### src/design/iest_pkg.sv
// iest_pkg: shared types and constants for the image extrema statistics block
// no dependencies; used by the channel interfaces and the top level

package iest_pkg;

	localparam int PIX_W   = 8;
	localparam int SUM_W   = 10;
	localparam int POS_W   = 12;
	localparam int WIDTH_W = 13;
	localparam int KIND_W  = 3;
	localparam int NUM_KINDS = 8;

	// result kinds in emission order
	typedef enum logic [KIND_W-1:0] {
		KIND_MAX_PIX = 3'd0,
		KIND_MIN_PIX = 3'd1,
		KIND_MAX_R   = 3'd2,
		KIND_MAX_G   = 3'd3,
		KIND_MAX_B   = 3'd4,
		KIND_MIN_R   = 3'd5,
		KIND_MIN_G   = 3'd6,
		KIND_MIN_B   = 3'd7
	} stat_kind_t;

	// packed pixel, red in the low byte
	typedef struct packed {
		logic [PIX_W-1:0] blue;
		logic [PIX_W-1:0] green;
		logic [PIX_W-1:0] red;
	} rgb_t;

	// position of an extreme, low bits of column and row
	typedef struct packed {
		logic [POS_W-1:0] y;
		logic [POS_W-1:0] x;
	} pos_t;

	localparam logic [WIDTH_W-1:0] WIDTH_RESET = 13'd640;

endpackage

### src/design/iest_channels.sv
// iest_channels: valid/ready channel interfaces for pixels, results and configuration
// depends on iest_pkg for field widths

interface iest_pixel_if;
	logic                      valid;
	logic                      ready;
	logic [iest_pkg::PIX_W-1:0] red;
	logic [iest_pkg::PIX_W-1:0] green;
	logic [iest_pkg::PIX_W-1:0] blue;
	logic                      last_pixel;

	modport source (output valid, red, green, blue, last_pixel, input ready);
	modport sink (input valid, red, green, blue, last_pixel, output ready);
endinterface

interface iest_stat_if;
	logic                       valid;
	logic                       ready;
	logic [iest_pkg::KIND_W-1:0] stat_kind;
	logic [iest_pkg::POS_W-1:0]  x_pos;
	logic [iest_pkg::POS_W-1:0]  y_pos;
	logic [iest_pkg::PIX_W-1:0]  pix_red;
	logic [iest_pkg::PIX_W-1:0]  pix_green;
	logic [iest_pkg::PIX_W-1:0]  pix_blue;
	logic [iest_pkg::PIX_W-1:0]  channel_value;
	logic                       last_result;

	modport source (output valid, stat_kind, x_pos, y_pos, pix_red, pix_green, pix_blue,
		channel_value, last_result, input ready);
	modport sink (input valid, stat_kind, x_pos, y_pos, pix_red, pix_green, pix_blue,
		channel_value, last_result, output ready);
endinterface

interface iest_cfg_if;
	logic                         valid;
	logic                         ready;
	logic [iest_pkg::WIDTH_W-1:0] image_width;

	modport source (output valid, image_width, input ready);
	modport sink (input valid, image_width, output ready);
endinterface

### src/design/image_extrema_statistics.sv
// image_extrema_statistics: per-image min/max tracker for a raster RGB pixel stream
// depends on iest_pkg and the channel interfaces in iest_channels.sv
// first result: valid after the last pixel leaves the input stage and is snapped to the bank
// throughput: one pixel per cycle; the eight results of an image leave a snapshot bank one
//   per cycle while stat_out.ready is high, so a last pixel waits only while the previous
//   image's results are still draining (images under eight pixels, or a stalled result side)
// reset: arst_n clears counters and handshake state at once, width returns to 640

module image_extrema_statistics #(
	parameter int MAX_WIDTH  = 4096,
	parameter int MAX_HEIGHT = 4096
) (
	input  logic              clk,
	input  logic              arst_n,
	iest_pixel_if.sink        pixel_in,
	iest_stat_if.source       stat_out,
	iest_cfg_if.sink          cfg
);
	import iest_pkg::*;

	localparam int COL_W = (MAX_WIDTH > 2) ? $clog2(MAX_WIDTH) : 1;
	localparam int ROW_W = (MAX_HEIGHT > 2) ? $clog2(MAX_HEIGHT) : 1;
	localparam int CMP_W = (COL_W + 1 > WIDTH_W) ? COL_W + 1 : WIDTH_W;
	localparam int ROWX_W = (ROW_W > POS_W) ? ROW_W : POS_W;
	localparam logic [CMP_W-1:0] MAX_W_C = CMP_W'(MAX_WIDTH);
	localparam logic [ROW_W-1:0] ROW_LIMIT = ROW_W'(MAX_HEIGHT - 1);

	// control state
	logic [WIDTH_W-1:0] width_q;
	logic               s1_valid_s1;
	logic               first_q;
	logic [COL_W-1:0]   col_q;
	logic [ROW_W-1:0]   row_q;
	logic               busy_q;
	logic [KIND_W-1:0]  cnt_q;

	// input stage payload
	rgb_t               pix_s1;
	logic               last_s1;

	// trackers
	logic [SUM_W-1:0]   sum_max_q, sum_min_q;
	rgb_t               rgb_max_q, rgb_min_q;
	logic [PIX_W-1:0]   ch_q [6];
	pos_t               pos_q [NUM_KINDS];

	// result bank
	rgb_t               bank_rgb_q [2];
	logic [PIX_W-1:0]   bank_ch_q [6];
	pos_t               bank_pos_q [NUM_KINDS];

	// next tracker values
	logic [SUM_W-1:0]   sum_max_n, sum_min_n;
	rgb_t               rgb_max_n, rgb_min_n;
	logic [PIX_W-1:0]   ch_n [6];
	pos_t               pos_n [NUM_KINDS];

	logic [SUM_W-1:0]   sum;
	logic [PIX_W-1:0]   chan [3];
	pos_t               pos_cur;
	logic [CMP_W-1:0]   col_ext, col_next, eff_width;
	logic [ROWX_W-1:0]  row_ext;
	logic               wrap;
	logic               drain_done, s1_adv, snap;

	// handshake
	assign drain_done = busy_q && stat_out.ready && (cnt_q == KIND_MIN_B);
	assign s1_adv = s1_valid_s1 && (!last_s1 || !busy_q || drain_done);
	assign snap = s1_adv && last_s1;
	assign pixel_in.ready = !s1_valid_s1 || s1_adv;
	assign cfg.ready = 1'b1;

	// position and column wrap
	always_comb begin
		col_ext = CMP_W'(col_q);
		row_ext = ROWX_W'(row_q);
		pos_cur.x = col_ext[POS_W-1:0];
		pos_cur.y = row_ext[POS_W-1:0];
		col_next = col_ext + CMP_W'(1);
		if (width_q == '0) begin
			eff_width = CMP_W'(1);
		end else if (CMP_W'(width_q) > MAX_W_C) begin
			eff_width = MAX_W_C;
		end else begin
			eff_width = CMP_W'(width_q);
		end
		wrap = (col_next >= eff_width);
	end

	// tracker update for the pixel in the input stage
	always_comb begin
		sum = SUM_W'(pix_s1.red) + SUM_W'(pix_s1.green) + SUM_W'(pix_s1.blue);
		chan[0] = pix_s1.red;
		chan[1] = pix_s1.green;
		chan[2] = pix_s1.blue;
		sum_max_n = sum_max_q;
		sum_min_n = sum_min_q;
		rgb_max_n = rgb_max_q;
		rgb_min_n = rgb_min_q;
		ch_n = ch_q;
		pos_n = pos_q;
		if (first_q) begin
			sum_max_n = sum;
			sum_min_n = sum;
			rgb_max_n = pix_s1;
			rgb_min_n = pix_s1;
			for (int k = 0; k < 3; k++) begin
				ch_n[k] = chan[k];
				ch_n[k+3] = chan[k];
			end
			for (int k = 0; k < NUM_KINDS; k++) begin
				pos_n[k] = pos_cur;
			end
		end else begin
			if (sum > sum_max_q) begin
				sum_max_n = sum;
				rgb_max_n = pix_s1;
				pos_n[KIND_MAX_PIX] = pos_cur;
			end
			if (sum < sum_min_q) begin
				sum_min_n = sum;
				rgb_min_n = pix_s1;
				pos_n[KIND_MIN_PIX] = pos_cur;
			end
			for (int k = 0; k < 3; k++) begin
				if (chan[k] > ch_q[k]) begin
					ch_n[k] = chan[k];
					pos_n[k+2] = pos_cur;
				end
				if (chan[k] < ch_q[k+3]) begin
					ch_n[k+3] = chan[k];
					pos_n[k+5] = pos_cur;
				end
			end
		end
	end

	// control registers
	always_ff @(posedge clk or negedge arst_n) begin
		if (!arst_n) begin
			width_q <= WIDTH_RESET;
			s1_valid_s1 <= 1'b0;
			first_q <= 1'b1;
			col_q <= '0;
			row_q <= '0;
			busy_q <= 1'b0;
			cnt_q <= KIND_MAX_PIX;
		end else begin
			if (cfg.valid) begin
				width_q <= cfg.image_width;
			end
			if (pixel_in.ready) begin
				s1_valid_s1 <= pixel_in.valid;
			end
			if (s1_adv) begin
				if (last_s1) begin
					first_q <= 1'b1;
					col_q <= '0;
					row_q <= '0;
				end else begin
					first_q <= 1'b0;
					if (wrap) begin
						col_q <= '0;
						if (row_q < ROW_LIMIT) begin
							row_q <= row_q + ROW_W'(1);
						end
					end else begin
						col_q <= col_next[COL_W-1:0];
					end
				end
			end
			// result drain counter
			if (snap) begin
				busy_q <= 1'b1;
				cnt_q <= KIND_MAX_PIX;
			end else if (drain_done) begin
				busy_q <= 1'b0;
			end else if (busy_q && stat_out.ready) begin
				cnt_q <= cnt_q + KIND_W'(1);
			end
		end
	end

	// payload registers
	always_ff @(posedge clk) begin
		if (pixel_in.ready && pixel_in.valid) begin
			pix_s1.red <= pixel_in.red;
			pix_s1.green <= pixel_in.green;
			pix_s1.blue <= pixel_in.blue;
			last_s1 <= pixel_in.last_pixel;
		end
		if (s1_adv) begin
			sum_max_q <= sum_max_n;
			sum_min_q <= sum_min_n;
			rgb_max_q <= rgb_max_n;
			rgb_min_q <= rgb_min_n;
			ch_q <= ch_n;
			pos_q <= pos_n;
		end
		if (snap) begin
			bank_rgb_q[0] <= rgb_max_n;
			bank_rgb_q[1] <= rgb_min_n;
			bank_ch_q <= ch_n;
			bank_pos_q <= pos_n;
		end
	end

	// result selection from the bank
	always_comb begin
		stat_out.valid = busy_q;
		stat_out.stat_kind = cnt_q;
		stat_out.x_pos = bank_pos_q[cnt_q].x;
		stat_out.y_pos = bank_pos_q[cnt_q].y;
		stat_out.last_result = (cnt_q == KIND_MIN_B);
		stat_out.pix_red = '0;
		stat_out.pix_green = '0;
		stat_out.pix_blue = '0;
		stat_out.channel_value = '0;
		case (stat_kind_t'(cnt_q))
			KIND_MAX_PIX: begin
				stat_out.pix_red = bank_rgb_q[0].red;
				stat_out.pix_green = bank_rgb_q[0].green;
				stat_out.pix_blue = bank_rgb_q[0].blue;
			end
			KIND_MIN_PIX: begin
				stat_out.pix_red = bank_rgb_q[1].red;
				stat_out.pix_green = bank_rgb_q[1].green;
				stat_out.pix_blue = bank_rgb_q[1].blue;
			end
			KIND_MAX_R: stat_out.channel_value = bank_ch_q[0];
			KIND_MAX_G: stat_out.channel_value = bank_ch_q[1];
			KIND_MAX_B: stat_out.channel_value = bank_ch_q[2];
			KIND_MIN_R: stat_out.channel_value = bank_ch_q[3];
			KIND_MIN_G: stat_out.channel_value = bank_ch_q[4];
			KIND_MIN_B: stat_out.channel_value = bank_ch_q[5];
			default: stat_out.channel_value = '0;
		endcase
	end

	// a snapshot always starts the drain at the first kind
	a_snap_starts: assert property (@(posedge clk) disable iff (!arst_n)
		snap |=> busy_q && (cnt_q == KIND_MAX_PIX))
		else $error("snapshot did not restart the result drain");

	// the drain ends after the eighth transfer unless a new snapshot arrives
	a_drain_ends: assert property (@(posedge clk) disable iff (!arst_n)
		drain_done && !snap |=> !busy_q)
		else $error("result drain did not end after the final kind");

	// a last pixel never overwrites a bank that is still draining
	a_bank_safe: assert property (@(posedge clk) disable iff (!arst_n)
		busy_q && !drain_done |-> !snap)
		else $error("bank overwritten during drain");

	// once loaded, the minimum sum never exceeds the maximum
	a_sum_order: assert property (@(posedge clk) disable iff (!arst_n)
		!first_q |-> (sum_min_q <= sum_max_q))
		else $error("tracked minimum sum above maximum");

	// once loaded, each channel minimum never exceeds its maximum
	a_chan_order: assert property (@(posedge clk) disable iff (!arst_n)
		!first_q |-> (ch_q[3] <= ch_q[0]) && (ch_q[4] <= ch_q[1]) && (ch_q[5] <= ch_q[2]))
		else $error("tracked channel minimum above maximum");

endmodule
### src/flat_wrapper.sv
// flat-port wrapper written by rule: the top's interface ports become plain ports
module image_extrema_statistics_flat import iest_pkg::*;
#(
	parameter int MAX_WIDTH  = 4096,
	parameter int MAX_HEIGHT = 4096
)
  (clk, arst_n, pixel_in_valid, pixel_in_red, pixel_in_green, pixel_in_blue, pixel_in_last_pixel, pixel_in_ready, stat_out_valid, stat_out_stat_kind, stat_out_x_pos, stat_out_y_pos, stat_out_pix_red, stat_out_pix_green, stat_out_pix_blue, stat_out_channel_value, stat_out_last_result, stat_out_ready, cfg_valid, cfg_image_width, cfg_ready);
  iest_pixel_if pixel_in_i ();
  iest_stat_if stat_out_i ();
  iest_cfg_if cfg_i ();
  input  logic clk;
  input  logic arst_n;
  input wire logic [$bits(pixel_in_i.valid)-1:0] pixel_in_valid;
  input wire logic [$bits(pixel_in_i.red)-1:0] pixel_in_red;
  input wire logic [$bits(pixel_in_i.green)-1:0] pixel_in_green;
  input wire logic [$bits(pixel_in_i.blue)-1:0] pixel_in_blue;
  input wire logic [$bits(pixel_in_i.last_pixel)-1:0] pixel_in_last_pixel;
  output wire logic [$bits(pixel_in_i.ready)-1:0] pixel_in_ready;
  output wire logic [$bits(stat_out_i.valid)-1:0] stat_out_valid;
  output wire logic [$bits(stat_out_i.stat_kind)-1:0] stat_out_stat_kind;
  output wire logic [$bits(stat_out_i.x_pos)-1:0] stat_out_x_pos;
  output wire logic [$bits(stat_out_i.y_pos)-1:0] stat_out_y_pos;
  output wire logic [$bits(stat_out_i.pix_red)-1:0] stat_out_pix_red;
  output wire logic [$bits(stat_out_i.pix_green)-1:0] stat_out_pix_green;
  output wire logic [$bits(stat_out_i.pix_blue)-1:0] stat_out_pix_blue;
  output wire logic [$bits(stat_out_i.channel_value)-1:0] stat_out_channel_value;
  output wire logic [$bits(stat_out_i.last_result)-1:0] stat_out_last_result;
  input wire logic [$bits(stat_out_i.ready)-1:0] stat_out_ready;
  input wire logic [$bits(cfg_i.valid)-1:0] cfg_valid;
  input wire logic [$bits(cfg_i.image_width)-1:0] cfg_image_width;
  output wire logic [$bits(cfg_i.ready)-1:0] cfg_ready;
  assign pixel_in_i.valid = pixel_in_valid;
  assign pixel_in_i.red = pixel_in_red;
  assign pixel_in_i.green = pixel_in_green;
  assign pixel_in_i.blue = pixel_in_blue;
  assign pixel_in_i.last_pixel = pixel_in_last_pixel;
  assign pixel_in_ready = pixel_in_i.ready;
  assign stat_out_valid = stat_out_i.valid;
  assign stat_out_stat_kind = stat_out_i.stat_kind;
  assign stat_out_x_pos = stat_out_i.x_pos;
  assign stat_out_y_pos = stat_out_i.y_pos;
  assign stat_out_pix_red = stat_out_i.pix_red;
  assign stat_out_pix_green = stat_out_i.pix_green;
  assign stat_out_pix_blue = stat_out_i.pix_blue;
  assign stat_out_channel_value = stat_out_i.channel_value;
  assign stat_out_last_result = stat_out_i.last_result;
  assign stat_out_i.ready = stat_out_ready;
  assign cfg_i.valid = cfg_valid;
  assign cfg_i.image_width = cfg_image_width;
  assign cfg_ready = cfg_i.ready;
  image_extrema_statistics #(.MAX_WIDTH(MAX_WIDTH), .MAX_HEIGHT(MAX_HEIGHT)) u_core (.clk(clk), .arst_n(arst_n), .pixel_in(pixel_in_i), .stat_out(stat_out_i), .cfg(cfg_i));
endmodule
### config.mk
export PLATFORM = sky130hd
export DESIGN_NAME = image_extrema_statistics_flat
export DESIGN_NICKNAME = d
export VERILOG_FILES = /design/src/design/iest_pkg.sv /design/src/design/iest_channels.sv /design/src/design/image_extrema_statistics.sv /design/src/flat_wrapper.sv
export SDC_FILE = /design/constraint.sdc
export NUM_CORES = 1
export LEC_CHECK = 0
export BUFFER_PORTS_ARGS = -buffer_cell sky130_fd_sc_hd__buf_2
export CORE_ASPECT_RATIO = 0.6
export CORE_MARGIN = 1.5
export CORE_UTILIZATION = 55
export DETAILED_ROUTE_END_ITERATION = 8
export GPL_TIMING_DRIVEN = 0
export PLACE_DENSITY = 0.83
export SLEW_MARGIN = 10
export SYNTH_ARGS = -nofsm -noshare
export SYNTH_HDL_FRONTEND = slang
export SYNTH_SLANG_ARGS = --single-unit
### constraint.sdc
create_clock -name clk -period 31.8 [get_ports clk]
set_input_delay 1.59 -clock clk [delete_from_list [all_inputs] [get_ports clk]]
set_output_delay 1.59 -clock clk [all_outputs]
set_load 0.005 [all_outputs]
## Yosys cells after proc, flatten, opt, wreduce, memory -nomap -nowiden

Memory sizes are Yosys's and may differ from the RTL's.
Index checks and enable logic that the tools add are counted.
W data, S select, Z words.

| word-level totals | value |
|---|---|
| memory bits (writable) | 48 |
| output and inout port bits | 63 |
| memories | 1 |
| input port bits | 43 |
| register bits | 616 |
| word-level logic and storage cells | 159 |

| operators by class | value |
|---|---|
| add/sub/neg operators | 5 |
| bitwise gates (word level) | 1 |
| muxes and demuxes | 46 |
| reductions and logical operators | 23 |
| equality and inequality tests | 8 |
| magnitude comparators | 12 |

Memory list:

| memory | words | bits a word | rd ports | clocked after Yosys merged registers in | write ports | line | source |
|---|---|---|---|---|---|---|---|
| u_core.bank_rgb_q | 2 | 24 | 2 | 0 | 2 | image_extrema_statistics.sv:48 | `rgb_t bank_rgb_q [2];` |

Operators with widths:

| operator | number |
|---|---|
| $mux W24 | 14 |
| $mux W192 | 1 |
| $bmux W24 S3 | 1 |
| $mux W12 | 5 |
| $mux W48 | 1 |
| $mux W8 | 6 |
| $pmux W8 S2 | 3 |
| $pmux W8 S6 | 1 |
| $mux W10 | 4 |
| $mux W13 | 2 |
| $gt A8 B8 Y1 | 3 |
| $lt A8 B8 Y1 | 3 |
| $add A12 B1 Y13 const B | 1 |
| $ge A13 B13 Y1 | 1 |
| $gt A13 B13 Y1 const B | 1 |
| $logic_not A13 Y1 | 1 |
| $add A12 B1 Y12 const B | 1 |
| $eq A3 B3 Y1 const B | 4 |
| $lt A12 B12 Y1 const B | 1 |
| $reduce_bool A2 Y1 | 6 |
| $add A10 B8 Y10 | 1 |
| $gt A10 B10 Y1 | 1 |
| $lt A10 B10 Y1 | 1 |
| $add A8 B8 Y9 | 1 |
| 14 further kinds | 31 |

## Logic depth before layout (Yosys ltp)

| logic depth | value |
|---|---|
| word-level depth | 7 |
| gate-level depth with buffers | 23 |
| depth with buffers taken out | 21 |

## Worst setup path before layout

Ideal clock, no wire load.

| timing path | value |
|---|---|
| kind | input -> register |
| start | in stat_out_ready |
| end | reg u_core.bank_ch_q[0] (netlist name), enable pin |
| setup time | 0.952 ns |
| buffers on the path | 0 |
| slack | 16.979 ns |
| arrival time | 13.869 ns |
| stages on the path | 2 |
| cell sequence | a21boi_1 nor2_1 |

| on the way | value |
|---|---|
| word-level cells in the longest chain between the ends | 5 |

Ends and longest elaborated chain:

| element | line | source |
|---|---|---|
| start: declaration | flat_wrapper.sv:28 | `input wire logic [$bits(stat_out_i.ready)-1:0] stat_out_ready;` |
| $logic_and A1 B1 Y1 (2 in a row) | image_extrema_statistics.sv:67 | `assign drain_done = busy_q && stat_out.ready && (cnt_q == KIND_MIN_B);` |
| $logic_or A1 B1 Y1 | image_extrema_statistics.sv:68 | `assign s1_adv = s1_valid_s1 && (!last_s1 \|\| !busy_q \|\| drain_done);` |
| $logic_and A1 B1 Y1 | image_extrema_statistics.sv:68 |  |
| $logic_and A1 B1 Y1 | image_extrema_statistics.sv:69 | `assign snap = s1_adv && last_s1;` |
| via u_core.snap | image_extrema_statistics.sv:64 | `logic drain_done, s1_adv, snap;` |
| end signal: assignment | image_extrema_statistics.sv:203 | `bank_ch_q <= ch_n;` |
| end: declaration | image_extrema_statistics.sv:49 | `logic [PIX_W-1:0] bank_ch_q [6];` |

The timed path passes the listed nets, and every way through them passes these cells.
A chain may end at the register's enable or synchronous reset.

==> run metrics <==
Resized Gates After CTS=0; remaining antenna violation count=0; vias in the first global route=roughly 17000; CP max stage delay=0.63 ns; # nets final=2093; slowest CP cell=a21oi_1; wire per inst=between 20 and 25 um; Synth area leaders=edfxtp_1 64%, mux2_2 11%, ha_1 4.4%, mux4_2 3.7%, dfrtp_1 3.4%; DRC viols=0; CTS Buffer Depth=3; Post-Synthesis Cells=approximately 1800; FF-to-FF End=u_core.pos_q[188]$_DFFE_PP_; layout overhead on the synthesized area=12.3%; R2R Setup Slk=25.26 ns; final period utilization=approximately a fifth; vias per inst=around 6; clk_skew=~0.019 ns; Worst IR Drop VDD=0.0000620 V; Die Footprint=54200 sq um; num ports=106; critical path cell sequence=ha_1 -> inv_1 -> fa_1 -> nor2b_1 -> o21ai_0 -> nand2_1 -> a21o_1 -> nand2_1 -> nor2b_1 -> xnor2_1 -> ha_1 -> or2_2 -> a21oi_1 -> a21oi_1 -> xnor2_1 -> ha_1 -> a21o_1 -> a21oi_1 -> o211ai_1 -> a21oi_1 -> buf_2 -> buf_4 -> mux2_2; number of synthesized flops with an enable pin=621; Placer Congestion=0.855; ys async rst share=6.48%; first-pass GRT wire length=99000 um; Final HPWL DP=roughly 43000 um; Highest Clock Rate=0.153 GHz; Total Wirelength=64400 um; Clock H-tree levels=2; fill count=3481; largest net degree at the start of global routing=81; reg2reg path depth=23; worst setup path startpoint=u_core.chan[8]$_DFFE_PP_; R2R Path Start=u_core.chan[8]$_DFFE_PP_; share of the synthesized area in the top cell type=64.2%; Clock Tree Root=clkbuf_16; relative slew slack=between 20 and 30%; cell taking the most area after synthesis=edfxtp_1; #FFs+latches synth=about 660; starting density of the core=between 50% and 60%; setup TNS=0 ns; status=completed; CTS tree=built; setup bufs post-CTS=0; Max Cap Viol=0; TritonRoute pass-1 iters=6; pwr/cell area=114 nW/um^2; Die Wd=300 um; DR vias=16300; Fin. Hold Viols=0; WP data required=32.14 ns; Post-synth top cells=621 x edfxtp_1, 276 x mux2_2, 124 x nand2_1; RSZ-0062 raised after global routing=no; critical path startpoint category=flip-flop; syn_area_per_cell=around 16 sq um; clock latency reported for the late side of the worst-skew pair=0.61 ns; I/O Buffers=104; CTS clk-pin slew, worst paths=0.06 ns; GR Overflow Total=0; Tightest Pin Transition=roughly 1.1 ns; layout cells sized above 1=28.4%; post-synth cell types=58; HP Class=reg2reg; WHS=between 0.5 and 0.6 ns; Critical Path AT=6.88 ns; die height=around 180 um; most common cell in the netlist=edfxtp_1; sequential share of the synthesized area=68.0%; CP endpoint kind=flip-flop; Mapped Nets=about 1900; ys flop type=edfxtp_1; final setup violation count=0; Warnings, synthesis=0; initial antenna violation count=1; Leak Pwr=approximately 12 nW; Worst path most repeated cell=a21oi_1; Crit Path Class=reg2reg; CP endpoint=u_core.pos_q[188]$_DFFE_PP_; Core Area=51600 sq um; clock period minus worst slack=6.54 ns; Total GRT Usage=24.0%; CTS Buf Count=57; Mapped Area=29000 sq um; CTS Hold Buffers Added=0; initial drt markers=1869; fin. max-slew vios=0; peak fanout along the critical path=10; FP Rows=64; clk sinks=664
[logic make-up after synthesis]
group           Yosys count  synth area share (%)
mux                     359                  15.8
flops                   664                  68.0
xor+xnor                 24                 0.724
simple gates            262                  4.05
compound gates          178                  4.37
buf+inv                 178                  2.63
other cells               1                0.0129
fa+ha+maj               103                  4.49
[final cells by class]
type,count,area (sq um),area share (%)
clock buffer,79,1550,4.76
buffer,94,448,1.37
clock inverter,27,272,0.833
timing repair buffer,119,861,2.64
sequential,664,19700,60.5
antenna,1,2.50,0.00768
multi-input combinational,927,8550,26.2
inverter,84,323,0.990
tap,693,867,2.66
[cell usage in the layout, fill, tap and decap left out, drive strengths merged, types with 4 or more instances in the layout]
cell	n
a21boi	8
a22o	15
a22oi	24
o211ai	4
a21oi	39
or3	5
a211oi	5
mux4	48
nand2	124
o21ai	25
dfrtp	40
nand3	18
xor2	9
edfxtp	621
ha	101
buf	162
o21a	5
and3	12
bufinv	5
a21o	21
mux2i	6
clkbuf	130
nand2b	8
inv	84
a222oi	8
clkinv	19
nand4	9
nor4	5
a31oi	7
mux2	305
nor3	9
nor2b	12
xnor2	15
nor2	51
[metal layers]
layer	part of all wire [%]	up-vias	global-route usage, %
met5	0	-	0
met4	2.9	0	7.47
met3	9.1	120	5.06
met2	44	781	35.4
met1	44	8253	35.8
li1	-	7144	-
[worst min-delay path by stage]
stage | startpoint | endpoint | cells past startpoint | slack (ns)
floorplan | u_core.width_q[0]$_DFFE_PN0P_ | u_core.width_q[0]$_DFFE_PN0P_ | 1 | 0.48
global placement | u_core.width_q[0]$_DFFE_PN0P_ | u_core.width_q[0]$_DFFE_PN0P_ | 1 | 0.51
detailed placement | u_core.width_q[0]$_DFFE_PN0P_ | u_core.width_q[0]$_DFFE_PN0P_ | 1 | 0.51
CTS | u_core.width_q[0]$_DFFE_PN0P_ | u_core.width_q[0]$_DFFE_PN0P_ | 1 | 0.53
global route | u_core.width_q[0]$_DFFE_PN0P_ | u_core.width_q[0]$_DFFE_PN0P_ | 1 | 0.55
finish | u_core.width_q[0]$_DFFE_PN0P_ | u_core.width_q[0]$_DFFE_PN0P_ | 1 | 0.53
[report_power, final]
| group | switching (W) | leakage (nW) | internal (W) |
|---|---|---|---|
| sequential | 0.0000971 | 6.35 | 0.00146 |
| clock | 0.000309 | 0.879 | 0.000381 |
| combinational | 0.000858 | 4.83 | 0.000617 |
| total | 0.00126 | 12.1 | 0.00246 |
[critical path: cells and delay by family, from the launching register on]
family	cells	cell delay, ns
xor gates and xnor gates	2	0.72
buffers and inverters	3	0.86
adders and majority gates	4	1.36
and+or+nand+nor	5	0.76
DFF	1	0.56
muxes	1	0.38
AOI/OAI and AO/OA	8	1.63
[state kept, by name, indices dropped and copies added (netlist names)]
register / cells
u_core.bank_ch_q: 48
u_core.bank_pos_q: 192
u_core.bank_rgb_q: 48
u_core.ch_q: 48
u_core.chan: 24
u_core.col_q: 12
u_core.first_q: 1
u_core.last_s1: 1
u_core.pos_q: 192
u_core.rgb_max_q: 24
u_core.rgb_min_q: 24
u_core.row_ext: 12
u_core.s1_valid_s1: 1
u_core.stat_out.stat_kind: 3
u_core.stat_out.valid: 1
u_core.sum_max_q: 10
u_core.sum_min_q: 10
u_core.width_q: 13
[through the flow]
stage	power (W)	util, %	instances	area [sq um]	setup WS (ns)
after floorplan	0.00257	-	1769	29000	16.98
after global placement	0.00299	59.0	2566	30400	11.30
after detailed placement	0.00302	59.6	2580	30800	25.39
after CTS	0.00372	63.2	2686	32600	25.36
after global routing	0.00390	63.2	2688	32600	24.75
final	0.00372	63.2	2688	32600	25.26
(Power assumes the default switching activity.)
